File: config.mk
export PLATFORM = sky130hd
export DESIGN_NAME = fxalu_div_cell
export DESIGN_NICKNAME = d
export VERILOG_FILES = /design/src/rtl/fxalu_pkg.sv /design/src/rtl/fxalu_div_cell.sv
export SDC_FILE = /design/constraint.sdc
export NUM_CORES = 1
export LEC_CHECK = 0
export BUFFER_PORTS_ARGS = -buffer_cell sky130_fd_sc_hd__buf_2
export CAP_MARGIN = 10
export CORE_AREA = 2 2 159 161
export CTS_CLUSTER_DIAMETER = 150
export DETAILED_ROUTE_END_ITERATION = 6
export DIE_AREA = 0 0 161 163
export HOLD_SLACK_MARGIN = 0.02
export MAX_ROUTING_LAYER = met4
export PLACE_DENSITY = 0.61
export SLEW_MARGIN = 5
export SYNTH_ARGS = -nofsm -noshare
export SYNTH_HDL_FRONTEND = slang
export SYNTH_SLANG_ARGS = --single-unit
File: constraint.sdc
create_clock -name clk -period 13 [get_ports clk]
set_input_delay 1.3 -clock clk [delete_from_list [all_inputs] [get_ports clk]]
set_output_delay 1.3 -clock clk [all_outputs]
set_load 0.05 [all_outputs]
File: src/rtl/fxalu_pkg.sv
// ----------------------------------------------------------------------------
// fxalu_pkg: shared types and helpers for the Q24.8 fixed-point ALU
// Opcodes, the item that travels down the divider chain, and saturation.
// ----------------------------------------------------------------------------
`default_nettype none

package fxalu_pkg;

  localparam int FRAC_BITS_DEF = 8;
  localparam int FRAC_MAX      = 16;
  localparam int NUM_W         = 32 + FRAC_MAX;

  typedef enum logic [3:0] {
    OP_ADD    = 4'd0,
    OP_SUB    = 4'd1,
    OP_MUL    = 4'd2,
    OP_DIV    = 4'd3,
    OP_LT     = 4'd4,
    OP_LE     = 4'd5,
    OP_GT     = 4'd6,
    OP_GE     = 4'd7,
    OP_EQ     = 4'd8,
    OP_NE     = 4'd9,
    OP_MIN    = 4'd10,
    OP_MAX    = 4'd11,
    OP_INC    = 4'd12,
    OP_DEC    = 4'd13,
    OP_TO_INT = 4'd14
  } op_t;

  typedef struct packed {
    logic             vld;
    logic [3:0]       op;
    logic [31:0]      value;
    logic             cmp;
    logic             ov;
    logic             dz;
    logic             neg;
    logic [31:0]      den;
    logic [NUM_W-1:0] num;
    logic [31:0]      rem;
    logic [NUM_W-1:0] quot;
  } item_t;

  typedef struct packed {
    logic [31:0] value;
    logic        ov;
  } sat_t;

  // Applies a sign to an unsigned magnitude and saturates to 32 bits.
  function automatic sat_t sat_mag(input logic neg, input logic [64:0] mag);
    sat_t r;
    r.ov = 1'b0;
    if (neg) begin
      if (mag > 65'h0_8000_0000) begin
        r.ov    = 1'b1;
        r.value = 32'h8000_0000;
      end else begin
        r.value = 32'(~mag[31:0] + 32'd1);
      end
    end else begin
      if (mag > 65'h0_7FFF_FFFF) begin
        r.ov    = 1'b1;
        r.value = 32'h7FFF_FFFF;
      end else begin
        r.value = mag[31:0];
      end
    end
    return r;
  endfunction

endpackage

`default_nettype wire

File: src/rtl/fxalu_div_cell.sv
// ----------------------------------------------------------------------------
// fxalu_div_cell: one restoring division step of the divider chain
// Takes one dividend bit, produces one quotient bit, and registers the item.
// ----------------------------------------------------------------------------
`default_nettype none

module fxalu_div_cell (
  input  wire                 clk,
  input  wire                 rst,
  input  wire                 en,
  input  fxalu_pkg::item_t    item_in,
  output fxalu_pkg::item_t    item_out
);
  import fxalu_pkg::*;

  item_t       item_next;
  logic [32:0] trial;
  logic        fits;

  always_comb begin
    item_next = item_in;
    trial     = {item_in.rem, item_in.num[NUM_W-1]};
    fits      = trial >= {1'b0, item_in.den};
    item_next.num  = {item_in.num[NUM_W-2:0], 1'b0};
    item_next.quot = {item_in.quot[NUM_W-2:0], fits};
    // For a nonzero divisor the remainder stays below it, so 32 bits suffice.
    item_next.rem  = fits ? 32'(trial - {1'b0, item_in.den}) : trial[31:0];
  end

  always_ff @(posedge clk) begin
    if (rst) begin
      item_out.vld <= 1'b0;
    end else if (en) begin
      item_out <= item_next;
    end
  end

endmodule

`default_nettype wire

==> impl_metrics.ini <==
[setup_path]
path_buf_inv = 3
crit_fanout = 34
slowest_delay_ns = 0.80
cp_slowest_cell = o31ai_4
critical_path_class = in -> reg
worst_ep_arrival_time_ns = 4.97
cp_cell_sequence = buf_2 > inv_1 > ha_1 > nand4_1 > or4_1 > a21oi_1 > nor3_1 > a211oi_2 > o21ai_2 > o31ai_4 > buf_4 > mux2_2
endpoint_kind = flip-flop
crit_family = compound AO/OA/AOI/OAI gates
crit_path_start_kind = primary input
critical_path_required_ns = 13.19

[die]
die_h_um = 163
fp.dieW_um = 161
initial_core_util = 0.334
rows = 58
core_region_area_mm2 = 0.0247
die_area_mm2 = 0.0262
io_pins = 405

[clock_network]
postCtsHoldBufs = 0
cts_buffer_depth = 2
clock_sinks = 200
htree_levels = 4
clock-root-buffer = clkbuf_16
cts_resized = 0
cts_tree = built
cts.clk_slew.worst_paths_ns = 0.09
postCtsSetupBuffers = 0
clk_latency_ns = 0.43
cts_buffers = 17

[finish]
largestRegisters = item_out x200
final_cell_mix = buf_2 (402), edfxtp_1 (199), a21oi_1 (54), inv_1 (38), nor2_1 (37)
multi_input_area_mm2 = 0.00201
ff_latch_area_mm2 = 0.00600
n_fill_cell = 2310
final_cells = 1300
fin_nets = 1192
layout_commonest_cell = buf_2
largest_reg_flops = 200
area.growth.synth_to_final_pct = 36.1
layout-drive-gt1-share = 0.464
regMostFlops = item_out

[global_routing]
use_met2 = 0.329
gr-max-usage-layer = met2
grt_pass1_vias = 5778
grt_antenna_before_repair = 2
overflow = 0
grt_util_met3 = 0.0497
grt_max_degree = 90
grt_pass1_wl_um = 35300
grt_use_total = 0.188
met1_usage = 0.218

[timing]
fin_setup_tns_ns = 0
rsz0062_at_grt = no
finalCritPeriodShare = 0.368
hold_viol = 0
relSlewSlack = 0.250
clock_skew_ns = 0
setup_viol = 0
worst_hold_slack_ns = 0.509
drv_slew = 0
min_period_ns = 4.79
clock.fmax_mhz = 209
tightestPinTransition_ns = 1.12

[pwr]
p_seq_frac = 0.458
power.density_mw_per_mm2 = 152
ir_worst_vdd_mv = 0.0624
p_leak_nw = 4.84
clockPowerShare = 0.318
intPower_mw = 1.13
comb_power_share = 0.225
switching_power_mw = 0.567
switching_share = 0.334

[placed_design]
dp_hpwl_um = 19800
gp_congestion = 0.893
dp.cells = 1266
portBuffers = 402

[logic_synthesis]
synth_ff_type = edfxtp_1
ys_types = 49
synth_area_mm2 = 0.00823
async_reset_ff_frac = 0
synth.area.mux_share = 0.0173
synth-edff-count = 199
synth_adder_area_share = 0.0511
synth_compound_area_frac = 0.0893
synth_top_family_by_area = compound AO/OA/AOI/OAI gates
synthXorXnorAreaFrac = 0.0287
synth_nets = 785
yosysSeqAreaShare = 0.728
syn_inst = 548
syn_avg_cell_area_um2 = 15.0
synthSimpleGateAreaFrac = 0.0562
yosysWarningCount = 0
ys_ff_latch = 200

[hold_path]
hp-class = reg -> reg

[routing]
dr_total_vias = 5978
viasPerCell = 4.60
wl_per_cell_um = 19.4
dr.pass1.iters = 5
drt_iter0_drc = 489
drcViolationCount = 0
antenna_left = 0
finalWirelength_um = 25200

[flow_run]
cap_viol_max_count = 0

[status]
status = completed
[cells in the mapped netlist (2+ instances only)]
master | n | share of area
o22ai_1 | 2 | 0.0015
a21o_1 | 12 | 0.011
nor3_1 | 2 | 0.0012
mux2_2 | 6 | 0.0082
o21a_1 | 6 | 0.0055
nand3_1 | 8 | 0.0049
inv_1 | 38 | 0.017
xnor2_1 | 16 | 0.017
nand4_1 | 7 | 0.0053
a31oi_1 | 5 | 0.0038
o21bai_1 | 3 | 0.0027
o21ai_0 | 16 | 0.0097
a211oi_1 | 3 | 0.0027
nand2_1 | 27 | 0.012
nor2b_1 | 3 | 0.0023
xor2_1 | 11 | 0.012
o211ai_1 | 4 | 0.0036
mux2_1 | 4 | 0.0055
buf_4 | 4 | 0.0036
nand2b_1 | 4 | 0.0030
buf_2 | 8 | 0.0049
o41ai_1 | 2 | 0.0021
nor2_1 | 37 | 0.017
and4_1 | 2 | 0.0021
a2bb2oi_1 | 2 | 0.0021
a21oi_1 | 54 | 0.033
a211o_1 | 2 | 0.0021
ha_1 | 32 | 0.049
clkbuf_1 | 5 | 0.0023
nor4_1 | 4 | 0.0030
edfxtp_1 | 199 | 0.73
mux2i_1 | 3 | 0.0036
[metrics by stage]
| step | cell area (µm²) | power (mW) | setup slack [ns] | util |
|---|---|---|---|---|
| after floorplan | 8230 | 1.07 | 2.10 | - |
| after global placement | 10600 | 1.17 | 7.70 | 0.430 |
| after detailed placement | 10600 | 1.17 | 7.67 | 0.430 |
| after CTS | 11200 | 1.72 | 8.14 | 0.454 |
| after global routing | 11200 | 1.76 | 7.94 | 0.454 |
| final | 11200 | 1.70 | 8.21 | 0.454 |
[worst reg2reg max path, cell delays in order (launching register included)]
cell and delay, ns:
dfxtp_1 0.32, mux2i_1 0.12, nor2_1 0.05
[per-layer routing]
layer	up-vias	part of all wire
met5	-	0
met2	228	0.53
met1	2866	0.39
li1	2872	-
met4	0	0.0078
met3	12	0.070
[final cells by class]
cell class              count  area share
diodes                      2    0.000447
clock buffers              18      0.0383
clock inverters            14      0.0150
inverters                  38      0.0127
multi-input cells         292       0.179
flip-flops and latches    200       0.535
well taps                 330      0.0369
repair buffers            406       0.182
[path summary, 6_finish.rpt]
kind                 start       endpoint  slack (ns)  depth (start not counted)
max           item_in[145]   item_out[56]        8.21                         12
min          item_out[200]  item_out[200]        0.51                          2
max reg2reg  item_out[200]  item_out[200]       12.41                          2
min reg2reg  item_out[200]  item_out[200]        0.51                          2
[kinds of logic after synthesis]
logic type               count (synthesis)
AND/OR/NAND/NOR                        100
multiplexers                            13
other                                    1
AO/OA/AOI/OAI                          118
XOR/XNOR                                27
buffers and inverters                   56
flip-flops                             200
adder cells (fa/ha/maj)                 33
[power groups by stage]
stage	Sequential (mW)	Clock, mW	Combinational [mW]
5_1_grt	0.782	0.578	0.404
4_1_cts	0.777	0.555	0.385
3_5_place_dp	0.791	0	0.383
2_1_floorplan	0.967	0	0.106
3_3_place_gp	0.790	0	0.380
6_report	0.777	0.540	0.381
Note: power is estimated with default switching activity, not from simulation.
